`config.mk`:
```
export PLATFORM = sky130hd
export DESIGN_NAME = derivation_path_parser_unit
export DESIGN_NICKNAME = d
export VERILOG_FILES = /design/src/hdl/dpp_pkg.sv /design/src/hdl/dpp_step.sv /design/src/hdl/dpp_out_reg.sv /design/src/hdl/derivation_path_parser_unit.sv
export SDC_FILE = /design/constraint.sdc
export NUM_CORES = 1
export LEC_CHECK = 0
export CAP_MARGIN = 20
export CORE_ASPECT_RATIO = 1.1
export CORE_MARGIN = 5
export CORE_UTILIZATION = 50
export CTS_CLUSTER_DIAMETER = 200
export DETAILED_ROUTE_END_ITERATION = 16
export DONT_BUFFER_PORTS = 1
export SETUP_SLACK_MARGIN = 0.3
export SYNTH_ARGS = -nofsm -noshare
export SYNTH_HDL_FRONTEND = slang
export SYNTH_HIERARCHICAL = 1
export SYNTH_SLANG_ARGS = --single-unit
```
`constraint.sdc`:
```
create_clock -name clk -period 9.1 [get_ports clk]
set_input_delay 0.455 -clock clk [delete_from_list [all_inputs] [get_ports clk]]
set_output_delay 0.455 -clock clk [all_outputs]
set_load 0.02 [all_outputs]
```
`src/hdl/dpp_pkg.sv`:
```
package dpp_pkg;

	// Final status codes of one path string.
	typedef enum logic [2:0] {
		ST_OK        = 3'd0,
		ST_EMPTY     = 3'd1,
		ST_MALFORMED = 3'd2,
		ST_BADCHAR   = 3'd3,
		ST_HARDENED  = 3'd4
	} status_t;

	// Where the parser stands inside the current token.
	typedef enum logic [1:0] {
		PH_START  = 2'd0,
		PH_SAW_M  = 2'd1,
		PH_DIGITS = 2'd2,
		PH_HARD   = 2'd3
	} phase_t;

	localparam logic [7:0] CH_SLASH = 8'h2F;
	localparam logic [7:0] CH_M     = 8'h6D;
	localparam logic [7:0] CH_APOS  = 8'h27;
	localparam logic [7:0] CH_H     = 8'h68;
	localparam logic [7:0] CH_ZERO  = 8'h30;
	localparam logic [7:0] CH_NINE  = 8'h39;

	localparam int unsigned ElemW = 32;
	localparam logic [ElemW-1:0] HARD_BIT = 32'h8000_0000;

	typedef struct packed {
		logic [7:0] character;
		logic       is_last;
		logic       is_empty;
	} in_item_t;

	typedef struct packed {
		logic [ElemW-1:0] element;
		logic             element_valid;
		logic             done_res;
		status_t          status;
	} out_item_t;

	typedef struct packed {
		phase_t           phase;
		logic [ElemW-1:0] acc;
		logic             hard;
		logic             first;
		status_t          err;
	} parse_state_t;

	localparam parse_state_t STATE_RESET = '{
		phase: PH_START,
		acc:   '0,
		hard:  1'b0,
		first: 1'b1,
		err:   ST_OK
	};

endpackage

```
`src/hdl/dpp_step.sv`:
```
module dpp_step (
	input  dpp_pkg::parse_state_t cur,
	input  dpp_pkg::in_item_t     item,
	output dpp_pkg::parse_state_t nxt,
	output logic                  produce,
	output dpp_pkg::out_item_t    res
);

	logic                           is_digit;
	logic [3:0]                     digit;
	logic [dpp_pkg::ElemW+3:0]      mac;
	logic                           emit;
	logic [dpp_pkg::ElemW-1:0]      fin;

	assign is_digit = (item.character >= dpp_pkg::CH_ZERO) &&
	                  (item.character <= dpp_pkg::CH_NINE);
	assign digit    = item.character[3:0];

	// Times ten as two shifted copies, plus the new digit.
	assign mac = {1'b0, cur.acc, 3'b000} + {3'b000, cur.acc, 1'b0} +
	             {{dpp_pkg::ElemW{1'b0}}, digit};

	always_comb begin
		nxt     = cur;
		emit    = 1'b0;
		produce = 1'b0;
		res     = '{element: '0, element_valid: 1'b0, done_res: 1'b0,
		            status: dpp_pkg::ST_OK};

		if (cur.err == dpp_pkg::ST_OK) begin
			unique case (cur.phase)
				dpp_pkg::PH_START: begin
					if (item.character == dpp_pkg::CH_SLASH) begin
						nxt.err = dpp_pkg::ST_MALFORMED;
					end else if (item.character == dpp_pkg::CH_M) begin
						nxt.phase = dpp_pkg::PH_SAW_M;
					end else if (is_digit) begin
						nxt.acc   = {{(dpp_pkg::ElemW-4){1'b0}}, digit};
						nxt.hard  = 1'b0;
						nxt.phase = dpp_pkg::PH_DIGITS;
					end else begin
						nxt.err = dpp_pkg::ST_BADCHAR;
					end
				end
				dpp_pkg::PH_SAW_M: begin
					if (item.character == dpp_pkg::CH_SLASH) begin
						if (cur.first) begin
							nxt.first = 1'b0;
							nxt.phase = dpp_pkg::PH_START;
						end else begin
							nxt.err = dpp_pkg::ST_MALFORMED;
						end
					end else begin
						nxt.err = dpp_pkg::ST_BADCHAR;
					end
				end
				dpp_pkg::PH_DIGITS: begin
					if (is_digit) begin
						if (mac[dpp_pkg::ElemW+3:dpp_pkg::ElemW] != 4'd0) begin
							nxt.err = dpp_pkg::ST_BADCHAR;
						end else begin
							nxt.acc = mac[dpp_pkg::ElemW-1:0];
						end
					end else if (item.character == dpp_pkg::CH_SLASH) begin
						emit      = 1'b1;
						nxt.first = 1'b0;
						nxt.phase = dpp_pkg::PH_START;
					end else if (item.character == dpp_pkg::CH_APOS ||
					             item.character == dpp_pkg::CH_H) begin
						if (cur.acc[dpp_pkg::ElemW-1]) begin
							nxt.err = dpp_pkg::ST_HARDENED;
						end else begin
							nxt.hard  = 1'b1;
							nxt.phase = dpp_pkg::PH_HARD;
						end
					end else begin
						nxt.err = dpp_pkg::ST_BADCHAR;
					end
				end
				dpp_pkg::PH_HARD: begin
					if (item.character == dpp_pkg::CH_SLASH) begin
						emit      = 1'b1;
						nxt.first = 1'b0;
						nxt.phase = dpp_pkg::PH_START;
					end else begin
						nxt.err = dpp_pkg::ST_MALFORMED;
					end
				end
				default: begin
					nxt.err = dpp_pkg::ST_MALFORMED;
				end
			endcase
		end

		// The final character closes whatever token is still open.
		if (item.is_last && nxt.err == dpp_pkg::ST_OK) begin
			if (nxt.phase == dpp_pkg::PH_START) begin
				nxt.err = dpp_pkg::ST_MALFORMED;
			end else if (nxt.phase == dpp_pkg::PH_SAW_M) begin
				if (!nxt.first) begin
					nxt.err = dpp_pkg::ST_MALFORMED;
				end
			end else begin
				emit = 1'b1;
			end
		end

		if (nxt.err != dpp_pkg::ST_OK) begin
			emit = 1'b0;
		end

		fin = nxt.hard ? (nxt.acc | dpp_pkg::HARD_BIT) : nxt.acc;

		if (item.is_empty) begin
			produce = 1'b1;
			res     = '{element: '0, element_valid: 1'b0, done_res: 1'b1,
			            status: dpp_pkg::ST_EMPTY};
			nxt     = dpp_pkg::STATE_RESET;
		end else if (item.is_last) begin
			produce           = 1'b1;
			res.element       = emit ? fin : '0;
			res.element_valid = emit;
			res.done_res      = 1'b1;
			res.status        = nxt.err;
			nxt               = dpp_pkg::STATE_RESET;
		end else if (emit) begin
			produce           = 1'b1;
			res.element       = fin;
			res.element_valid = 1'b1;
		end
	end

endmodule

```
`src/hdl/dpp_out_reg.sv`:
```
module dpp_out_reg (
	input  logic               clk,
	input  logic               arst_n,
	input  logic               load,
	input  dpp_pkg::out_item_t load_data,
	output logic               can_load,
	output logic               out_valid,
	input  logic               out_ready,
	output dpp_pkg::out_item_t out_item
);

	logic               valid_q;
	dpp_pkg::out_item_t data_q;

	// A new result may enter when the register is empty or is being drained.
	assign can_load  = !valid_q || out_ready;
	assign out_valid = valid_q;
	assign out_item  = data_q;

	always_ff @(posedge clk or negedge arst_n) begin
		if (!arst_n) begin
			valid_q <= 1'b0;
		end else if (can_load) begin
			valid_q <= load;
		end
	end

	always_ff @(posedge clk) begin
		if (can_load && load) begin
			data_q <= load_data;
		end
	end

endmodule

```
`src/hdl/derivation_path_parser_unit.sv`:
```
// Streaming syntax checker for key derivation paths such as m/44'/7'/0h. The
// string arrives one character per input transaction, with is_last on its final
// character, or as a single transaction with is_empty set for a zero-length
// string. Each slash-separated token is an unsigned 32-bit decimal number with
// an optional hardening mark (apostrophe or h) that sets bit 31; a lone m is
// allowed only as the first token. A result transaction is produced when an
// element completes and for the final character, which also carries the status
// (0 ok, 1 empty, 2 malformed, 3 invalid character, 4 already hardened).
// Elements already delivered must be discarded by the consumer when the final
// status is an error. Throughput is one character per clock cycle while no
// result is stalled; the accepted character is held in an input register while
// the combinational per-character update (a times-ten accumulate with overflow
// check) runs, and its result is then registered in the result register, from
// which the consumer takes it. The result register is freed by out_ready alone,
// and in_ready follows out_ready in the same cycle. While a result is stalled,
// the block still takes one more character into its input register and then
// holds in_ready low until the result is taken.
module derivation_path_parser_unit (
	input  logic               clk,
	input  logic               arst_n,
	input  logic               in_valid,
	output logic               in_ready,
	input  dpp_pkg::in_item_t  in_item,
	output logic               out_valid,
	input  logic               out_ready,
	output dpp_pkg::out_item_t out_item
);

	// Input stage: one accepted character waiting for its update.
	logic                  valid_s1;
	dpp_pkg::in_item_t     item_s1;

	// Parser state carried from one character to the next.
	dpp_pkg::parse_state_t state_q;
	dpp_pkg::parse_state_t state_nxt;

	logic                  produce;
	dpp_pkg::out_item_t    res;
	logic                  can_load;
	logic                  advance;

	// The held character is processed when the result register can take its
	// result, whether or not it actually produces one.
	assign advance  = valid_s1 && can_load;
	assign in_ready = !valid_s1 || advance;

	always_ff @(posedge clk or negedge arst_n) begin
		if (!arst_n) begin
			valid_s1 <= 1'b0;
			state_q  <= dpp_pkg::STATE_RESET;
		end else begin
			if (in_ready) begin
				valid_s1 <= in_valid;
			end
			if (advance) begin
				state_q <= state_nxt;
			end
		end
	end

	always_ff @(posedge clk) begin
		if (in_ready && in_valid) begin
			item_s1 <= in_item;
		end
	end

	dpp_step u_step (
		.cur     (state_q),
		.item    (item_s1),
		.nxt     (state_nxt),
		.produce (produce),
		.res     (res)
	);

	dpp_out_reg u_out (
		.clk       (clk),
		.arst_n    (arst_n),
		.load      (advance && produce),
		.load_data (res),
		.can_load  (can_load),
		.out_valid (out_valid),
		.out_ready (out_ready),
		.out_item  (out_item)
	);

	// An element is only ever delivered alongside an ok status.
	a_elem_ok : assert property (@(posedge clk) disable iff (!arst_n)
		out_valid && out_item.element_valid |-> out_item.status == dpp_pkg::ST_OK)
		else $error("element delivered with an error status");

	// Intermediate results carry an element and no status (always ok).
	a_mid_status : assert property (@(posedge clk) disable iff (!arst_n)
		out_valid && !out_item.done_res |-> out_item.status == dpp_pkg::ST_OK &&
		out_item.element_valid)
		else $error("intermediate result without element or with status");

	// The end of a string returns the parser to its start state.
	a_end_reset : assert property (@(posedge clk) disable iff (!arst_n)
		advance && (item_s1.is_last || item_s1.is_empty) |=>
		state_q.phase == dpp_pkg::PH_START && state_q.first &&
		state_q.err == dpp_pkg::ST_OK)
		else $error("parser state not cleared after end of string");

	// A stalled result stays in place.
	a_hold : assert property (@(posedge clk) disable iff (!arst_n)
		out_valid && !out_ready |=> out_valid && $stable(out_item))
		else $error("result changed while stalled");

endmodule
```
==> results of run 1 <==
[path summary, 6_finish.rpt]
path	slack, ps	to
max in group asynchronous	8220	state_q[3]
min in group asynchronous	610	state_q[34]
min reg2reg	530	state_q[4]
max	4370	state_q[33]
max reg2reg	4370	state_q[33]
min	200	item_s1[4]
[metrics by stage]
step / setup WS (ps) / std cells
after CTS: 4310 / 877
after detailed placement: 4370 / 859
final: 4370 / 879
after floorplan: 5190 / 705
after global routing: 4090 / 879
after global placement: 4500 / 859
[cell usage in the layout, fill, tap and decap left out, drive strengths merged, types with 11 or more instances in the layout]
master,Yosys,layout
nand3b,17,17
dfrtp,40,40
xor2,12,12
a21oi,73,73
nand2b,17,17
nand2,58,58
ha,63,63
mux2,48,48
edfxtp,47,47
inv,24,24
a21o,14,14
nand4,11,11
o21ai,35,35
nor3,18,18
nor2,51,51
nand3,14,14
[flip-flops by register name, indices dropped and copies added (netlist names)]
name,flops
state_q,39
u_out/out_item,37
item_s1,10
u_out/out_valid,1
valid_s1,1
[synth_stat cells (all sizes together) (10+ instances only)]
master,count,area [µm²]
nor3,18,101
nor2,51,191
nand3,14,75.1
a21o,14,105
o21ai,35,175
and2,10,65.1
a31oi,10,68.8
buf,20,131
ha,63,788
a21oi,73,369
xor2,12,105
nand3b,17,128
inv,24,90.1
clkbuf,12,46.3
nand4,11,81.3
mux2,48,578
edfxtp,47,1410
nand2b,17,114
dfrtp,40,1000
nand2,58,223
[power groups by stage]
stage | combinational [mW] | clock, mW | sequential [mW]
floorplan | 0.0640 | 0 | 0.480
global placement | 0.0798 | 0 | 0.485
detailed placement | 0.0799 | 0 | 0.484
CTS | 0.0867 | 0.405 | 0.476
global route | 0.0966 | 0.425 | 0.478
finish | 0.0883 | 0.395 | 0.476
[layer usage]
metal | track usage | share of wire
met1 | 0.283 | 0.48
met2 | 0.337 | 0.47
met3 | 0.0337 | 0.030
met4 | 0.0766 | 0.020
met5 | 0 | 0
[area by class of cell]
class                           instances  area, µm²
Clock buffer                           10        229
Clock inverter                          6       83.8
Fill cell                            1237       6000
Inverter                               24       90.1
Multi-Input combinational cell        561       4150
Sequential cell                        88       2440
Tap cell                              184        230
Timing Repair Buffer                    6        108
[critical path, stage by stage (launching register included)]
cell      delay [ps]
edfxtp_1         440
inv_1            130
fa_1             460
fa_1             460
nand2b_1         200
a21oi_1          220
o21ai_1          150
a211oi_1         300
or3b_1           230
nand4b_4         220
nor3_4           750
buf_4            430
mux2i_1          280
nor3_1            70
mux2_2           270
[cell families (layout without fill, tap and decap cells)]
kind of cell             Yosys count  after routing
flip-flops                        88             88
multiplexers                      52             52
buffers and inverters             56             46
AND/OR/NAND/NOR                  232            232
AO/OA/AOI/OAI                    191            191
XOR/XNOR                          21             21
adder cells (fa/ha/maj)           65             65
==> impl_results.md, run 1 <==
- Post-Route WL: about 17000 µm
- Final Core Density: 0.550
- Die width: roughly 120 µm
- Yosys Warn Count: 6
- Nets: just under 800
- Total Power: around 0.96 mW
- Internal power: between 0.7 and 0.8 mW
- Skew final: 9.40 ps
- H-Tree Depth: 3
- CTS sink cnt: 88
- Worst path required time: ~9300 ps
- Starting DRT DRC Count: ~350
- Total count of hold-check failures in the final report: 0
- Post-Syn Instances: between 700 and 800
- Fin Hold WS: 196 ps
- Post-CTS sizing: 0
- Sequential Power Share: 0.496
- DRC: 0
- Design Area, Final: between 7000 and 8000 µm²
- Pwr dens: 131 nW/µm²
- Crit Path Class: reg2reg
- Post-synthesis mux area share: 0.0902
- GRT Util Overall: 0.209
- Die Y: between 100 and 150 µm
- Synth Net Count: between 700 and 800
- Total iterations of the first detailed-routing run: 6
- CP Launch Type: flop
- ANT cells: 0
- IO Port Bufs: 0
- Worst endpoint data arrival time: around 5000 ps
- Synth Area in Adders: 0.121
- Die area: between 15000 and 20000 µm²
- Hold_sp: in_item[4]
- Largest family of logic cells by synthesized area: compound AO/OA/AOI/OAI gates
- GRT Residual Overflow: 0
- Routed Antenna Nets: 0
- Placed Area: about 6900 µm²
- Skew-Pair Late Insertion Delay: between 300 and 400 ps
- Synth Area in Simple Gates: 0.183
- Combinational share of power: 0.092
- DPL Wire Length: roughly 12000 µm
- Pleak: approximately 3.1 nW
- Clock Tree Buf Depth: 2
- Origin of the critical flop-to-flop path: item_s1[5]
- Peak supply drop: roughly 0.084 mV
- Final Max Tran Viols: 0
- Crit path launch: item_s1[5]
- # setup viols final: 0
- CTS tree: yes
- Share of cells above drive strength 1: 0.132
- Vias in the first global route: between 5000 and 6000
- # IOs: 53
- RSZ-0062 raised after global routing: false
- Worst reg2reg path depth: 14
- Routability cong.: between 0.8 and 0.9
- Worst min path class: in2reg
- Post-Synth XOR/XNOR Area: 0.0268
- Fmax: about 0.21 GHz
- Vias per cell: between 6 and 7
- Syn_area_per_cell: 9.72 µm²
- Hold_buf cts: 2
- Switching share of total power: 0.255
- Clk network pwr share: 0.412
- Mapped Area: 6850 µm²
- Clock Pin Slew Worst Setup and Hold Paths: ~70 ps
- Global-route wire length before repair: 27000 µm
- Post-synth top flop: edfxtp_1
- Seq cells post-synth: just under 90
- CTS root buffer: clkbuf_16
- Setup bufs post-CTS: 0
- WL per Instance: roughly 19 µm
- Compound-Gate Fraction of Synth Area: 0.184
- Area Growth Syn to Fin: 6.94%
- Worst-margin pin slew: between 800 and 900 ps
- Num rows: between 40 and 50
- NetSw: between 0.2 and 0.25 mW
- CTS Buf Count: 9
- Initial antenna violation count: 0
- Max-cap violations: 0
- Largest net degree at the start of global routing: 42
- Sequential area share after synthesis: 0.356
- Hold path depth: 0
- Post-synth ARST share: 0.466
- Distinct cell type count after synthesis: 84
- Post-synth EDFFs: 47
- Status: finished, final reports clean
- Crit. End Element: flop
- Relative slew slack: 0.435
- Crit share post-route: 0.520
- Final setup TNS: 0 ps
- Min cycle time layout: 4730 ps
- Total number of vias: ~5300
- Starting Density: 0.514
- Core ar.: ~13000 µm²
- Critical path peak fanout: 24
Power figures use the tool's default switching activity.
==> inputs of run 2 (changes only) <==
--- a/config.mk
+++ b/config.mk
@@ -5,6 +5,7 @@
 export SDC_FILE = /design/constraint.sdc
 export NUM_CORES = 1
 export LEC_CHECK = 0
+export ABC_AREA = 1
 export CAP_MARGIN = 20
 export CORE_ASPECT_RATIO = 1.1
 export CORE_MARGIN = 5
@@ -12,6 +13,7 @@
 export CTS_CLUSTER_DIAMETER = 200
 export DETAILED_ROUTE_END_ITERATION = 16
 export DONT_BUFFER_PORTS = 1
+export PLACE_DENSITY = 0.68
 export SETUP_SLACK_MARGIN = 0.3
 export SYNTH_ARGS = -nofsm -noshare
 export SYNTH_HDL_FRONTEND = slang
==> constraint.sdc (replaced) <==
create_clock -name clk -period 4 [get_ports clk]
set_input_delay 0.2 -clock clk [delete_from_list [all_inputs] [get_ports clk]]
set_output_delay 0.2 -clock clk [all_outputs]
set_load 0.02 [all_outputs]
==> run 2 against run 1 <==
Compared with the run above:
- die area rose by 9.4%
- sequential cell count did not move
- non-clock buffer count rose by 74
- sequential power rose to 2.6 times the previous value
- count of clock-buffer cells in the layout did not move
- largest power group is now combinational logic
- sequential share of layout area fell by 6.4 points
- critical path type unchanged
- clock power rose by 130%
- cell count rose by 48%
- utilization rose by 6.2 points
- setup slack got worse by 4300 ps
- combinational power rose to 18 times the previous value
- final area rose by 25%
==> impl_results.md, run 2 <==
- Status: finished, final reports clean
- Seq cells post-synth: 88
- Clock Pin Slew Worst Setup and Hold Paths: approximately 70 ps
- Wire length on met2: around 11000 µm
- Core ar.: ~15000 µm²
- IO Port Bufs: 0
- Top cells by count, synth: nand2_1 (287), inv_1 (105), nor2_1 (101)
- Critical path peak fanout: 5
- # IOs: 53
- Yosys Warn Count: 6
- Total number of vias: around 7400
- Most frequent CP cell: nand2_2
- Crit. End Element: flop
- Num rows: 47
- Post-synth top flop: edfxtp_1
- Worst-margin pin slew: roughly 880 ps
- Largest reg by FF count: state_q
- Largest register FFs: 39
- Die area: 17700 µm²
- Syn_area_per_cell: a little over 7 µm²
- CTS Buf Count: 9
- Initial antenna violation count: 0
- Starting DRT DRC Count: approximately 630
- DRC: 0
- Area Growth Syn to Fin: 21.1%
- Mapped Area: 7550 µm²
- Relative slew slack: 0.411
- Post-synth ARST share: 0.466
- DR WL met3: 1420 µm
- Pwr dens: 406 nW/µm²
- Max-cap violations: 0
- Most numerous cell in the Yosys netlist: nand2_1
- Fmax: about 0.25 GHz
- Crit Path Class: reg2reg
- RSZ-0062 raised after global routing: true
- GRT Util Overall: 0.244
- Total count of hold-check failures in the final report: 0
- H-Tree Depth: 3
- Worst min path class: in2async
- Ranking of synthesized cells by area: edfxtp_1 (19%), nand2_1 (14%), dfrtp_1 (13%)
- Largest net degree at the start of global routing: 42
- Crit share post-route: 0.990
- # setup viols final: 0
- Vias in the first global route: approximately 7000
- Synth Area in Adders: 0.110
- Starting Density: 0.506
- Post-Syn Instances: ~1100
- Worst path required time: between 4000 and 5000 ps
- CP Launch Type: flop
- Total Power: 3.71 mW
- Compound-Gate Fraction of Synth Area: 0.144
- Synth Net Count: approximately 1100
- Post-Route WL: 23100 µm
- Skew final: between 6 and 7 ps
- Clock Tree Buf Depth: 2
- Vias per cell: 5.65
- Post-synthesis mux area share: 0
- Most common cell after layout, fill and taps aside: nand2_1
- Routed Antenna Nets: 0
- Synth Area in Simple Gates: 0.297
- GRT Residual Overflow: 0
- Commonest non-fill, non-tap cells in the layout: nand2_1 (265), inv_1 (99), nor2_1 (95)
- Share of cells above drive strength 1: 0.212
- Fin Hold WS: around 370 ps
- Sequential area share after synthesis: 0.323
- Design Area, Final: 9150 µm²
- Placed Area: 7750 µm²
- M1 WL: between 9000 and 10000 µm
- Post-Synth XOR/XNOR Area: 0.0325
- Min cycle time layout: approximately 4000 ps
- Nets: between 1000 and 1500
- DPL Wire Length: approximately 14000 µm
- CTS root buffer: clkbuf_16
- Final Max Tran Viols: 0
- Total iterations of the first detailed-routing run: 6
- Cell taking the most area after synthesis: edfxtp_1
- Skew-Pair Late Insertion Delay: 350 ps
- Worst endpoint data arrival time: 4040 ps
- WL per Instance: roughly 18 µm
- CTS sink cnt: a little under 90
- Final Core Density: 0.612
- Routability cong.: roughly 0.94
- Peak supply drop: between 0.2 and 0.3 mV
- Crit-path max cell delay: around 530 ps
- Worst reg2reg path depth: 29
- Top routing layer used: met4
- Distinct cell type count after synthesis: 46
- # fillers: around 1300
- Post-synth EDFFs: between 40 and 50
- Largest family of logic cells by synthesized area: simple AND/OR/NAND/NOR gates
- Die Y: 139 µm
- Pleak: around 4.3 nW
- Die width: approximately 130 µm
- Slowest CP cell: fa_1
- Synth top area share: 0.187
- CTS tree: yes
- ANT cells: 0
- Global-route wire length before repair: approximately 35000 µm
run 2: per-layer routing:
metal / GRT usage / vias to the layer above
met2: 0.423 / 297
met4: 0.0954 / 0
met5: 0 / -
met1: 0.307 / 3452
met3: 0.0324 / 55
li1: - / 3554
run 2: power by group:
group	switching [mW]	internal, mW
Sequential	0.170	1.07
Combinational	0.960	0.602
Clock	0.397	0.510
Total	1.53	2.18
run 2: metrics by stage:
stage / TNS [ps] / std cells / setup slack [ps]
2_1_floorplan: -1140 / 1053 / -30.7
3_3_place_gp: 0 / 1230 / 137
3_5_place_dp: 0 / 1230 / 57.5
4_1_cts: 0 / 1288 / 150
5_1_grt: -5720 / 1302 / -173
6_report: 0 / 1302 / 38.3
run 2: kinds of logic after synthesis:
kind of cell             Yosys count
AND/OR/NAND/NOR                  519
AO/OA/AOI/OAI                    200
buffers and inverters            153
flip-flops                        88
adder cells (fa/ha/maj)           65
XOR/XNOR                          28
run 2: critical path, delay by kind of cell, from the launching register on:
family	cells	cell delay (ps)
adders and majority gates	2	910
buffers and inverters	7	610
DFF	1	380
AOI/OAI and AO/OA	2	350
and+or+nand+nor	18	1410
run 2: layout make-up:
type | count | area [µm²] | share of cell area
timing repair buffer | 80 | 948 | 0.104
tap | 196 | 245 | 0.0268
inverter | 110 | 420 | 0.0460
multi-input combinational | 812 | 4760 | 0.521
clock buffer | 10 | 239 | 0.0261
sequential | 88 | 2460 | 0.269
clock inverter | 6 | 72.6 | 0.00793
run 2: worst paths after layout:
path / startpoint / slack [ps] / to
hold reg to reg: state_q[4] / 480 / state_q[4]
max in group asynchronous: arst_n / 3360 / state_q[3]
setup / recovery: item_s1[5] / 40 / u_out/out_item[12]
min in group clk: in_item[8] / 470 / item_s1[8]
hold / removal: arst_n / 370 / state_q[26]
setup reg to reg: item_s1[5] / 40 / u_out/out_item[12]
run 2: timing repair:
item                                    CTS  global route
hold buffers                             13             0
endpoints found under the setup margin   69           104
endpoints found under the hold margin    52             0
pin swaps                                14            24
resized for setup                        25           100
setup buffers                            25             8
gates cloned                              4             5
